**config.mk**
```make
export PLATFORM = sky130hd
export DESIGN_NAME = sparse_triplet_matrix_add_flat
export DESIGN_NICKNAME = d
export VERILOG_FILES = /design/src/sv/stma_pkg.sv /design/src/sv/stma_ifs.sv /design/src/sv/stma_merge_unit.sv /design/src/sv/sparse_triplet_matrix_add.sv /design/src/flat_wrapper.sv
export SDC_FILE = /design/constraint.sdc
export NUM_CORES = 1
export LEC_CHECK = 0
export BUFFER_PORTS_ARGS = -buffer_cell sky130_fd_sc_hd__buf_4
export CAP_MARGIN = 20
export CORE_ASPECT_RATIO = 1.2
export CORE_MARGIN = 4
export CORE_UTILIZATION = 41
export DETAILED_ROUTE_END_ITERATION = 12
export PLACE_DENSITY = 0.57
export SLEW_MARGIN = 20
export SYNTH_ARGS = -nofsm -noshare
export SYNTH_HDL_FRONTEND = slang
export SYNTH_SLANG_ARGS = --single-unit
```
**constraint.sdc**
```tcl
create_clock -name clk -period 5.8 [get_ports clk]
set_input_delay 1.16 -clock clk [delete_from_list [all_inputs] [get_ports clk]]
set_output_delay 1.16 -clock clk [all_outputs]
set_load 0.05 [all_outputs]
```
**src/sv/stma_pkg.sv**
```systemverilog
`timescale 1ns / 1ps

package stma_pkg;

  localparam int MAX_TERMS  = 16;
  localparam int INDEX_BITS = 10;
  localparam int PTR_W      = $clog2(MAX_TERMS);
  localparam int CNT_W      = $clog2(MAX_TERMS + 1);
  localparam int VAL_W      = 16;
  localparam int SUM_W      = VAL_W + 1;
  localparam int DIM_W      = 11;
  localparam int CMD_W      = 2;
  localparam int STAT_W     = 2;
  localparam int CFG_IDX_W  = 2;

  localparam logic [CMD_W-1:0] CMD_LOAD_A = 2'd0;
  localparam logic [CMD_W-1:0] CMD_LOAD_B = 2'd1;
  localparam logic [CMD_W-1:0] CMD_START  = 2'd2;

  localparam logic [STAT_W-1:0] STAT_OK       = 2'd0;
  localparam logic [STAT_W-1:0] STAT_MISMATCH = 2'd1;
  localparam logic [STAT_W-1:0] STAT_OVERFLOW = 2'd2;

  localparam logic [CFG_IDX_W-1:0] CFG_ROWS_A = 2'd0;
  localparam logic [CFG_IDX_W-1:0] CFG_COLS_A = 2'd1;
  localparam logic [CFG_IDX_W-1:0] CFG_ROWS_B = 2'd2;
  localparam logic [CFG_IDX_W-1:0] CFG_COLS_B = 2'd3;

  typedef struct packed {
    logic [INDEX_BITS-1:0]   row;
    logic [INDEX_BITS-1:0]   col;
    logic signed [VAL_W-1:0] value;
  } triplet_t;

  typedef struct packed {
    logic                    take_a;
    logic                    take_b;
    logic [INDEX_BITS-1:0]   row;
    logic [INDEX_BITS-1:0]   col;
    logic signed [SUM_W-1:0] value;
  } merge_res_t;

endpackage

```
**src/sv/stma_ifs.sv**
```systemverilog
`timescale 1ns / 1ps

interface stma_in_if import stma_pkg::*; ();
  logic                    valid;
  logic                    ready;
  logic [CMD_W-1:0]        command;
  logic [INDEX_BITS-1:0]   term_row;
  logic [INDEX_BITS-1:0]   term_col;
  logic signed [VAL_W-1:0] term_value;

  modport source (output valid, command, term_row, term_col, term_value, input ready);
  modport sink (input valid, command, term_row, term_col, term_value, output ready);
endinterface

interface stma_out_if import stma_pkg::*; ();
  logic                    valid;
  logic                    ready;
  logic [INDEX_BITS-1:0]   out_row;
  logic [INDEX_BITS-1:0]   out_col;
  logic signed [SUM_W-1:0] out_value;
  logic                    has_term;
  logic [STAT_W-1:0]       status;
  logic                    last_result;

  modport source (output valid, out_row, out_col, out_value, has_term, status, last_result,
                  input ready);
  modport sink (input valid, out_row, out_col, out_value, has_term, status, last_result,
                output ready);
endinterface

interface stma_cfg_if import stma_pkg::*; ();
  logic                 valid;
  logic                 ready;
  logic [CFG_IDX_W-1:0] index;
  logic [DIM_W-1:0]     data;

  modport source (output valid, index, data, input ready);
  modport sink (input valid, index, data, output ready);
endinterface

```
**src/sv/stma_merge_unit.sv**
```systemverilog
`timescale 1ns / 1ps

// compares the two list heads and forms the next output term
module stma_merge_unit import stma_pkg::*; (
  input  triplet_t   head_a,
  input  triplet_t   head_b,
  input  logic       a_valid,
  input  logic       b_valid,
  output merge_res_t res
);

  logic take_a;
  logic take_b;
  logic signed [SUM_W-1:0] val_a;
  logic signed [SUM_W-1:0] val_b;

  always_comb begin
    if (a_valid && b_valid) begin
      if (head_a.row == head_b.row) begin
        take_a = head_a.col <= head_b.col;
        take_b = head_a.col >= head_b.col;
      end else begin
        take_a = head_a.row < head_b.row;
        take_b = !take_a;
      end
    end else begin
      take_a = a_valid;
      take_b = b_valid;
    end
  end

  assign val_a = take_a ? SUM_W'(head_a.value) : '0;
  assign val_b = take_b ? SUM_W'(head_b.value) : '0;

  assign res.take_a = take_a;
  assign res.take_b = take_b;
  assign res.row    = take_a ? head_a.row : head_b.row;
  assign res.col    = take_a ? head_a.col : head_b.col;
  assign res.value  = val_a + val_b;

endmodule

```
**src/sv/sparse_triplet_matrix_add.sv**
```systemverilog
`timescale 1ns / 1ps
// load commands are taken back to back; ready stays high while idle
// a start runs the merge through one shared compare/add unit, one result per cycle unless out
// stalls: count_a + count_b results at most (one if a status or empty result); the first is
// registered once in merge state; input ready is low until the last result is registered
// reset empties both lists, clears the overflow flag and sets all dimensions to 1;
// list contents are not cleared
module sparse_triplet_matrix_add import stma_pkg::*; (
  input logic       clk,
  input logic       rst,
  stma_in_if.sink   in,
  stma_out_if.source out,
  stma_cfg_if.sink  cfg
);

  localparam logic S_IDLE  = 1'b0;
  localparam logic S_MERGE = 1'b1;

  logic state;

  triplet_t list_a [MAX_TERMS];
  triplet_t list_b [MAX_TERMS];
  logic [CNT_W-1:0] count_a;
  logic [CNT_W-1:0] count_b;
  logic [CNT_W-1:0] ptr_a;
  logic [CNT_W-1:0] ptr_b;
  logic [CNT_W-1:0] ptr_a_next;
  logic [CNT_W-1:0] ptr_b_next;
  logic overflow_seen;

  logic [DIM_W-1:0] rows_a;
  logic [DIM_W-1:0] cols_a;
  logic [DIM_W-1:0] rows_b;
  logic [DIM_W-1:0] cols_b;

  logic                    out_valid;
  logic [INDEX_BITS-1:0]   out_row;
  logic [INDEX_BITS-1:0]   out_col;
  logic signed [SUM_W-1:0] out_value;
  logic                    has_term;
  logic [STAT_W-1:0]       status;
  logic                    last_result;

  logic in_fire;
  logic slot_free;
  logic step;
  logic load_a;
  logic load_b;
  logic a_valid;
  logic b_valid;
  triplet_t head_a;
  triplet_t head_b;
  merge_res_t mres;

  logic                    emit_has;
  logic [STAT_W-1:0]       emit_status;
  logic [INDEX_BITS-1:0]   emit_row;
  logic [INDEX_BITS-1:0]   emit_col;
  logic signed [SUM_W-1:0] emit_value;
  logic                    emit_last;
  logic                    adv_a;
  logic                    adv_b;

  assign in.ready  = (state == S_IDLE);
  assign cfg.ready = 1'b1;
  assign in_fire   = in.valid && in.ready;

  assign slot_free = !out_valid || out.ready;
  assign step      = (state == S_MERGE) && slot_free;

  assign load_a = in_fire && (in.command == CMD_LOAD_A) && (count_a != CNT_W'(MAX_TERMS));
  assign load_b = in_fire && (in.command == CMD_LOAD_B) && (count_b != CNT_W'(MAX_TERMS));

  assign a_valid = ptr_a < count_a;
  assign b_valid = ptr_b < count_b;
  assign head_a  = list_a[ptr_a[PTR_W-1:0]];
  assign head_b  = list_b[ptr_b[PTR_W-1:0]];

  stma_merge_unit u_merge (
    .head_a  (head_a),
    .head_b  (head_b),
    .a_valid (a_valid),
    .b_valid (b_valid),
    .res     (mres)
  );

  assign ptr_a_next = ptr_a + CNT_W'(adv_a);
  assign ptr_b_next = ptr_b + CNT_W'(adv_b);

  always_comb begin
    emit_has    = 1'b0;
    emit_status = STAT_OK;
    emit_row    = '0;
    emit_col    = '0;
    emit_value  = '0;
    emit_last   = 1'b1;
    adv_a       = 1'b0;
    adv_b       = 1'b0;
    priority if (overflow_seen) begin
      emit_status = STAT_OVERFLOW;
    end else if (rows_a != rows_b || cols_a != cols_b) begin
      emit_status = STAT_MISMATCH;
    end else if (a_valid || b_valid) begin
      emit_has   = 1'b1;
      emit_row   = mres.row;
      emit_col   = mres.col;
      emit_value = mres.value;
      adv_a      = mres.take_a;
      adv_b      = mres.take_b;
      emit_last  = (ptr_a_next >= count_a) && (ptr_b_next >= count_b);
    end else begin
      // both lists empty: single empty ok result
      emit_status = STAT_OK;
    end
  end

  // list storage, no reset
  always_ff @(posedge clk) begin
    if (load_a) begin
      list_a[count_a[PTR_W-1:0]] <= '{row: in.term_row, col: in.term_col,
                                      value: in.term_value};
    end
    if (load_b) begin
      list_b[count_b[PTR_W-1:0]] <= '{row: in.term_row, col: in.term_col,
                                      value: in.term_value};
    end
  end

  // output payload
  always_ff @(posedge clk) begin
    if (step) begin
      out_row     <= emit_row;
      out_col     <= emit_col;
      out_value   <= emit_value;
      has_term    <= emit_has;
      status      <= emit_status;
      last_result <= emit_last;
    end
  end

  always_ff @(posedge clk) begin
    if (rst) begin
      state         <= S_IDLE;
      count_a       <= '0;
      count_b       <= '0;
      ptr_a         <= '0;
      ptr_b         <= '0;
      overflow_seen <= 1'b0;
      out_valid     <= 1'b0;
      rows_a        <= DIM_W'(1);
      cols_a        <= DIM_W'(1);
      rows_b        <= DIM_W'(1);
      cols_b        <= DIM_W'(1);
    end else begin
      if (cfg.valid && cfg.ready) begin
        unique case (cfg.index)
          CFG_ROWS_A: rows_a <= cfg.data;
          CFG_COLS_A: cols_a <= cfg.data;
          CFG_ROWS_B: rows_b <= cfg.data;
          CFG_COLS_B: cols_b <= cfg.data;
          default: ;
        endcase
      end

      if (step) begin
        out_valid <= 1'b1;
      end else if (out.valid && out.ready) begin
        out_valid <= 1'b0;
      end

      unique case (state)
        S_IDLE: begin
          if (in_fire) begin
            unique case (in.command)
              CMD_LOAD_A: begin
                if (load_a) begin
                  count_a <= count_a + CNT_W'(1);
                end else begin
                  overflow_seen <= 1'b1;
                end
              end
              CMD_LOAD_B: begin
                if (load_b) begin
                  count_b <= count_b + CNT_W'(1);
                end else begin
                  overflow_seen <= 1'b1;
                end
              end
              CMD_START: begin
                state <= S_MERGE;
                ptr_a <= '0;
                ptr_b <= '0;
              end
              default: ;
            endcase
          end
        end
        S_MERGE: begin
          if (step) begin
            ptr_a     <= ptr_a_next;
            ptr_b     <= ptr_b_next;
            if (emit_last) begin
              state         <= S_IDLE;
              count_a       <= '0;
              count_b       <= '0;
              overflow_seen <= 1'b0;
            end
          end
        end
        default: state <= S_IDLE;
      endcase
    end
  end

  assign out.valid       = out_valid;
  assign out.out_row     = out_row;
  assign out.out_col     = out_col;
  assign out.out_value   = out_value;
  assign out.has_term    = has_term;
  assign out.status      = status;
  assign out.last_result = last_result;

endmodule

```
**src/flat_wrapper.sv**
```systemverilog
// flat-port wrapper written by rule: the top's interface ports become plain ports
module sparse_triplet_matrix_add_flat import stma_pkg::*;
  (clk, rst, in_valid, in_command, in_term_row, in_term_col, in_term_value, in_ready, out_valid, out_out_row, out_out_col, out_out_value, out_has_term, out_status, out_last_result, out_ready, cfg_valid, cfg_index, cfg_data, cfg_ready);
  stma_in_if in_i ();
  stma_out_if out_i ();
  stma_cfg_if cfg_i ();
  input logic clk;
  input logic rst;
  input wire logic [$bits(in_i.valid)-1:0] in_valid;
  input wire logic [$bits(in_i.command)-1:0] in_command;
  input wire logic [$bits(in_i.term_row)-1:0] in_term_row;
  input wire logic [$bits(in_i.term_col)-1:0] in_term_col;
  input wire logic [$bits(in_i.term_value)-1:0] in_term_value;
  output wire logic [$bits(in_i.ready)-1:0] in_ready;
  output wire logic [$bits(out_i.valid)-1:0] out_valid;
  output wire logic [$bits(out_i.out_row)-1:0] out_out_row;
  output wire logic [$bits(out_i.out_col)-1:0] out_out_col;
  output wire logic [$bits(out_i.out_value)-1:0] out_out_value;
  output wire logic [$bits(out_i.has_term)-1:0] out_has_term;
  output wire logic [$bits(out_i.status)-1:0] out_status;
  output wire logic [$bits(out_i.last_result)-1:0] out_last_result;
  input wire logic [$bits(out_i.ready)-1:0] out_ready;
  input wire logic [$bits(cfg_i.valid)-1:0] cfg_valid;
  input wire logic [$bits(cfg_i.index)-1:0] cfg_index;
  input wire logic [$bits(cfg_i.data)-1:0] cfg_data;
  output wire logic [$bits(cfg_i.ready)-1:0] cfg_ready;
  assign in_i.valid = in_valid;
  assign in_i.command = in_command;
  assign in_i.term_row = in_term_row;
  assign in_i.term_col = in_term_col;
  assign in_i.term_value = in_term_value;
  assign in_ready = in_i.ready;
  assign out_valid = out_i.valid;
  assign out_out_row = out_i.out_row;
  assign out_out_col = out_i.out_col;
  assign out_out_value = out_i.out_value;
  assign out_has_term = out_i.has_term;
  assign out_status = out_i.status;
  assign out_last_result = out_i.last_result;
  assign out_i.ready = out_ready;
  assign cfg_i.valid = cfg_valid;
  assign cfg_i.index = cfg_index;
  assign cfg_i.data = cfg_data;
  assign cfg_ready = cfg_i.ready;
  sparse_triplet_matrix_add u_core (.clk(clk), .rst(rst), .in(in_i), .out(out_i), .cfg(cfg_i));
endmodule
```
==> impl_metrics.yaml, run 1 <==
logic_synthesis:
  syn_area_per_cell_um2: 21.0
  syn_nets: 2492
  ys.warnings.count: 0
  ys_seq_elements: 1268
  synth_edf_count: 1193
  synth_ff_type: "edfxtp_1"
  synth_cell_types: 54
  async_flop_share_pct: 0
  netlist_area_um2: 49800
  netlist_instances: 2369
  ys_seq_area_share_pct: 74.9
global_route:
  grt.total_usage_pct: 20.0
  grt_max_degree: 62
  grt_remaining_overflow: 0
  antenna_found_initial: 1
  first_global_vias: 25660
  grt_pass1_wl_um: 183000
die:
  initial_utilization_pct: 41.5
  rows: 139
  dieArea_um2: 127000
  num_io_pins: 100
  core_area_um2: 120000
  die_w_um: 326
  fp.dieH_um: 390
drt:
  ant_nets: 0
  viasPerCell: 5.69
  routed_wl_um: 128000
  dr_total_vias: 24718
  first_iter_violations: 2576
  dr.pass1.iters: 5
  routedWlPerCell_um: 29.5
  drc: 0
sta:
  finalSetupViolations: 0
  fin_crit_ns: 5.60
  final_hold_viol_count: 0
  worst_clock_skew_ns: 0.0253
  slew_violations: 0
  rsz0062_at_grt: "yes"
  maxSlewHeadroom_pct: 27.9
  finalCritPeriodShare_pct: 96.5
  worst_pin_slew_ns: 1.08
  fmax_mhz: 179
cells_and_area:
  post_route_cells_drive_above_1_share_pct: 30.9
  nets: 2745
  fillCellCount: 9741
  syn2layout_area_growth_pct: 16.5
  fin_area_um2: 58100
  final_util_pct: 48.3
setup_path:
  r2r_slack_ns: 0.20
  slowest_stage: "mux4_2"
  cpLargestDelayFamily: "compound AO/OA/AOI/OAI gates"
  r2r-end: "u_core.out.out_value[16]"
  rr_worst_depth: 23
  critPathBufInv: 4
  cp.arrival_ns: 6.05
  crit_type: "reg -> reg"
  worstSetupStartpointType: "register"
  critPathMaxFanout: 16
  critPathCaptureType: "register"
  required_ns: 6.25
  worstPathCellList: "buf_8 > buf_12 > mux4_2 > mux4_2 > ha_1 > nand4_1 > o21ai_1 > o221ai_1 > a211o_1 > o22a_2 > buf_6 > nor2b_2 > ha_2 > inv_1 > fa_1 > nor2b_2 > o2111ai_2 > nand4_1 > a41oi_1 > o21ai_1 > nand2_1 > nand3_1 > a21oi_1"
  slowest_delay_ns: 0.54
pwr:
  ir_drop_mv: 0.240
  cellLeakagePower_nw: 18.3
  p_per_area_nw_per_um2: 319
placed_design:
  postPlaceCellArea_um2: 53500
  port-buffer-count: 98
  gp_congestion: 0.842
  dp_hpwl_um: 74400
min_path:
  holdPathStages: 2
  hp-class: "reg -> reg"
  holdPathEnd: "u_core.rows_b[1]"
  min_from: "u_core.rows_b[1]"
clock_tree:
  root_buffer: "clkbuf_16"
  clk_path_buf_depth: 3
  cts_max_level: 4
  cts_tree: "done"
  clock_latency_ns: 0.75
  path_clk_slew_ns: 0.06
  cts.sinks: 1268
  ctsHoldBuffers: 0
  cts_buffers: 131
job:
  drv_cap: 0
run_status:
  status: "complete, no violations"
-- what timing repair did --
item | CTS | global route
setup endpoints to repair | 4 | 21
cloned | 1 | 4
pin swaps | 0 | 8
buffers inserted | 0 | 21
resized for setup | 4 | 36
-- tightest hold or removal path: stages (launching register included) --
cell	delay, ns
dfxtp_1	0.31
nand2_1	0.05
a21oi_1	0.05
-- per-layer routing --
metal | wire (µm) | global-route usage, % | up-vias | share of wire [%]
met1 | 53100 | 26.8 | 13460 | 41
met5 | 0 | 0 | - | 0
met2 | 65300 | 34.4 | 824 | 51
met3 | 6900 | 3.55 | 176 | 5.4
li1 | - | - | 10258 | -
met4 | 2730 | 4.79 | 0 | 2.1
-- cell families (layout without fill, tap and decap cells) --
kind of cell / after synthesis / after routing / synth area share (%)
muxes: 390 / 390 / 16.8
other: 1 / 2 / 0.00752
and+or+nand+nor: 321 / 321 / 2.98
xor gates and xnor gates: 40 / 40 / 0.703
AOI/OAI and AO/OA: 130 / 130 / 1.64
DFF: 1268 / 1268 / 74.9
buffers and inverters: 152 / 505 / 1.26
adders and majority gates: 67 / 67 / 1.70
-- synthesized netlist by cell type (all sizes together), types with 2 or more instances --
cell / count / share of area, %
inv: 43 / 0.32
o21a: 4 / 0.060
buf: 59 / 0.56
nand4: 9 / 0.11
mux4: 358 / 16
edfxtp: 1193 / 72
a22oi: 9 / 0.14
o31ai: 2 / 0.030
a211oi: 7 / 0.11
clkbuf: 50 / 0.38
and3: 4 / 0.050
a21oi: 58 / 0.61
dfxtp: 75 / 3.0
ha: 66 / 1.7
nand3b: 7 / 0.11
o21ai: 20 / 0.20
nand3: 16 / 0.16
nor2: 107 / 0.81
xnor2: 20 / 0.35
a21o: 10 / 0.17
nand2: 97 / 0.73
mux2i: 32 / 0.64
a31oi: 5 / 0.063
a211o: 5 / 0.088
nor3: 20 / 0.20
nor4: 4 / 0.050
xor2: 20 / 0.35
nor3b: 4 / 0.060
a311oi: 2 / 0.048
nand2b: 9 / 0.13
or2: 3 / 0.038
nor2b: 36 / 0.45
or3: 2 / 0.035
o21bai: 3 / 0.045
-- per-stage QoR --
stage,total power [mW],std cells,hold WS [ns],setup WS [ns],setup TNS (ns)
4_1_cts,18.7,4318,0.467,0.0277,0
3_3_place_gp,10.7,4084,0.453,-0.0579,-0.0697
5_1_grt,19.1,4344,0.488,-0.0230,-0.0724
6_report,18.5,4344,0.465,0.202,0
2_1_floorplan,10.5,2369,0.448,0.145,0
3_5_place_dp,10.7,4084,0.460,-0.00222,-0.00438
-- power by group --
part           switching [mW]  leakage [nW]  internal [mW]
logic                   0.330          4.96          0.139
registers              0.0191          11.4           10.0
clock network            3.47          1.98           4.53
total                    3.81          18.3           14.7
-- cells in the final DEF (no fill, tap or decap), types with 6 or more instances in the layout --
master	synthesis	final
buf_4	1	184
dfxtp_1	75	67
nor3_1	20	10
o21ai_0	17	11
dfxtp_4	0	6
nor2_1	107	83
nor2b_1	36	34
inv_1	42	41
mux2i_1	32	32
clkbuf_1	50	29
nand3_1	16	16
edfxtp_1	1193	1193
nor3_2	0	9
buf_12	0	33
ha_1	66	60
xor2_1	20	20
clkinv_2	0	21
nand3b_1	7	7
xnor2_1	20	19
clkinv_1	0	25
o21ai_1	3	6
nor2_4	0	24
mux4_2	358	358
inv_6	0	9
nand4_1	9	9
a22oi_1	9	9
a21oi_1	54	53
nand2b_1	8	8
clkbuf_16	0	139
a21o_1	9	9
nand2_1	97	97
-- sequential cells by signal, indices dropped and copies added, names as in the netlist, 2 cells and up, named ones only --
name                  count
u_core.count_a            5
u_core.ptr_a              5
u_core.cols_a            11
u_core.out.out_value     17
u_core.ptr_b              5
u_core.count_b            5
u_core.out.status         2
u_core.out.out_col       10
u_core.cols_b            11
u_core.list_a           576
u_core.rows_b            11
u_core.rows_a            11
u_core.list_b           576
u_core.out.out_row       10
-- worst max-delay path by stage --
| stage | from | to | slack [ns] | cells after the start |
|---|---|---|---|---|
| final | register | u_core.out.out_value[16] | 0.20 | 23 |
| after global routing | register | u_core.out.out_value[16] | -0.02 | 25 |
| after CTS | register | u_core.out.out_value[14] | 0.03 | 21 |
| after detailed placement | register | u_core.out.out_value[16] | -0.002 | 22 |
| after global placement | register | u_core.out.out_value[16] | -0.06 | 23 |
| after floorplan | register | u_core.count_a[4] | 0.15 | 27 |
-- final cells by class --
| cell class | count | area, µm² | share of cell area, % |
|---|---|---|---|
| inverter | 43 | 161 | 0.278 |
| tap | 1621 | 2030 | 3.49 |
| timing repair buffer | 229 | 2280 | 3.92 |
| antenna | 1 | 2.50 | 0.00431 |
| clock buffer | 166 | 3510 | 6.05 |
| clock inverter | 67 | 526 | 0.905 |
| sequential | 1268 | 37400 | 64.3 |
| multi-input combinational | 949 | 12200 | 21.0 |
Power figures use the tool's default switching activity.
==> run 2: changes to the inputs <==
CELL_PAD_IN_SITES_DETAIL_PLACEMENT = 1   (was not set)
CELL_PAD_IN_SITES_GLOBAL_PLACEMENT = 1   (was not set)
PLACE_DENSITY = 0.63   (was 0.57)
==> run 2 against run 1 <==
Against the previous run: routed wire length is 5.2% higher; power up 1.0%; design area is essentially flat; worst hold slack improved by 0.0031 ns; critical endpoint is now u_core.count_a[4]; combinational power hardly changed; global-route usage increased by 1.2 points; non-clock buffer count up 6; largest cell class unchanged.
==> impl_metrics.yaml, run 2 (synthesis results as in run 1) <==
run_status:
  status: "complete, no violations"
drt:
  drc: 0
  viasPerCell: 5.73
  routedWlPerCell_um: 30.9
  ant_nets: 0
  routed_wl_um: 135000
  first_iter_violations: 2616
  dr.pass1.iters: 5
  dr_total_vias: 24954
global_route:
  grt_pass1_wl_um: 194000
  antenna_found_initial: 8
  grt_max_degree: 62
  grt.total_usage_pct: 21.2
  first_global_vias: 26621
  grt_remaining_overflow: 0
cells_and_area:
  layoutNonFillerInstCount: 4353
  fillCellCount: 10867
  syn2layout_area_growth_pct: 16.4
  nets: 2751
  post_route_cells_drive_above_1_share_pct: 31.0
  final_common_cell: "edfxtp_1"
  fin_area_um2: 58000
  layout_common_cells: "edfxtp_1 (1193), mux4_2 (358), buf_4 (209)"
sta:
  fmax_mhz: 179
  rsz0062_at_grt: "yes"
  worst_slack_ns: 0.209
  worst_pin_slew_ns: 1.03
  final_hold_viol_count: 0
  worst_clock_skew_ns: 0.0321
  setup-tns-final_ns: 0
  maxSlewHeadroom_pct: 31.4
  finalSetupViolations: 0
  slew_violations: 0
  fin_crit_ns: 5.59
  finalCritPeriodShare_pct: 96.4
min_path:
  hp-class: "reg -> reg"
  holdPathStages: 2
  min_from: "u_core.rows_b[3]"
pwr:
  p_per_area_nw_per_um2: 322
  ir_drop_mv: 0.332
  power_mw: 18.7
  cellLeakagePower_nw: 18.3
clock_tree:
  cts.sinks: 1268
  path_clk_slew_ns: 0.06
  cts_tree: "done"
  ctsHoldBuffers: 0
  root_buffer: "clkbuf_16"
  cts_buffers: 131
  clk_path_buf_depth: 3
  clock_latency_ns: 0.76
  cts_max_level: 4
die:
  num_io_pins: 100
  die_w_um: 326
  dieArea_um2: 127000
  core_area_um2: 120000
  rows: 139
  initial_utilization_pct: 41.5
  fp.dieH_um: 390
setup_path:
  r2r-end: "u_core.count_a[4]"
  critPathMaxFanout: 17
  cp.arrival_ns: 6.28
  critPathCaptureType: "register"
  required_ns: 6.49
  rr_worst_depth: 24
  endpoint: "u_core.count_a[4]"
  worstSetupStartpointType: "register"
  r2r_slack_ns: 0.21
  crit_type: "reg -> reg"
placed_design:
  dp_hpwl_um: 78200
  postPlaceCellArea_um2: 53500
  dp.cells: 4091
  port-buffer-count: 98
  pre_cts_ws_ns: -0.379
  gp_congestion: 0.809
job:
  drv_cap: 0
run 2: cell types whose count changed in the layout (fill, tap and decap cells not counted), moves of 3 or more:
cell       before  now
a21oi_1        53   50
buf_12         33   18
buf_4         184  209
buf_8           3    0
bufinv_16       5    9
clkbuf_1       29   33
clkinv_2       21   15
inv_6           9    6
run 2: metal layers:
layer | global-route usage (%) | share of wire [%]
met5 | 0 | 0
met4 | 6.46 | 3.1
met3 | 3.56 | 5.4
met2 | 35.8 | 50
met1 | 28.5 | 41
run 2: worst max-delay path: stages, from the launching register on:
cell       delay (ns)
dfxtp_4          0.43
buf_4            0.17
clkbuf_16        0.22
mux4_2           0.52
mux4_2           0.57
ha_1             0.25
a211oi_2         0.24
o21ai_1          0.09
o221ai_1         0.20
a211o_1          0.20
buf_4            0.13
o21ai_4          0.11
nor3_4           0.20
ha_2             0.22
ha_2             0.22
nand3_1          0.13
xnor2_2          0.17
ha_1             0.31
nand2_1          0.07
a21oi_2          0.14
o21ai_1          0.12
nand3_1          0.12
nand2_2          0.09
or4_1            0.45
a21oi_2          0.16
run 2: worst min-delay path by stage:
stage	endpoint	slack [ns]
final	u_core.rows_b[3]	0.47
after detailed placement	u_core.rows_b[3]	0.46
after CTS	u_core.rows_b[3]	0.47
after global routing	u_core.cols_a[1]	0.49
after floorplan	u_core.cols_a[7]	0.45
after global placement	u_core.cols_a[7]	0.45
run 2: layout make-up:
cell class | instances | area [µm²] | area share (%)
repair buffers | 235 | 2090 | 3.61
inverters | 43 | 161 | 0.278
diodes | 2 | 5.00 | 0.00862
multi-input cells | 949 | 12200 | 21.1
flip-flops and latches | 1268 | 37400 | 64.4
well taps | 1621 | 2030 | 3.49
clock inverters | 66 | 623 | 1.07
clock buffers | 169 | 3530 | 6.08
run 2: timing repair:
| action | in CTS | in global routing |
|---|---|---|
| setup buffers | 2 | 20 |
| gates resized for setup | 6 | 31 |
| cloned | 0 | 3 |
| pin swaps | 0 | 8 |
| setup endpoints to repair | 18 | 22 |
| endpoints found under the hold margin | 0 | 0 |
run 2: per-stage QoR:
stage	utilization [%]	hold WS [ns]
floorplan	-	0.448
global placement	44.5	0.453
detailed placement	44.5	0.464
CTS	48.0	0.471
global route	48.3	0.490
finish	48.3	0.468
run 2: power by group:
part	switching, mW	internal (mW)	total [mW]
clock network	3.47	4.71	8.18
registers	0.0197	10.0	10.1
logic	0.330	0.140	0.470
total	3.82	14.9	18.7
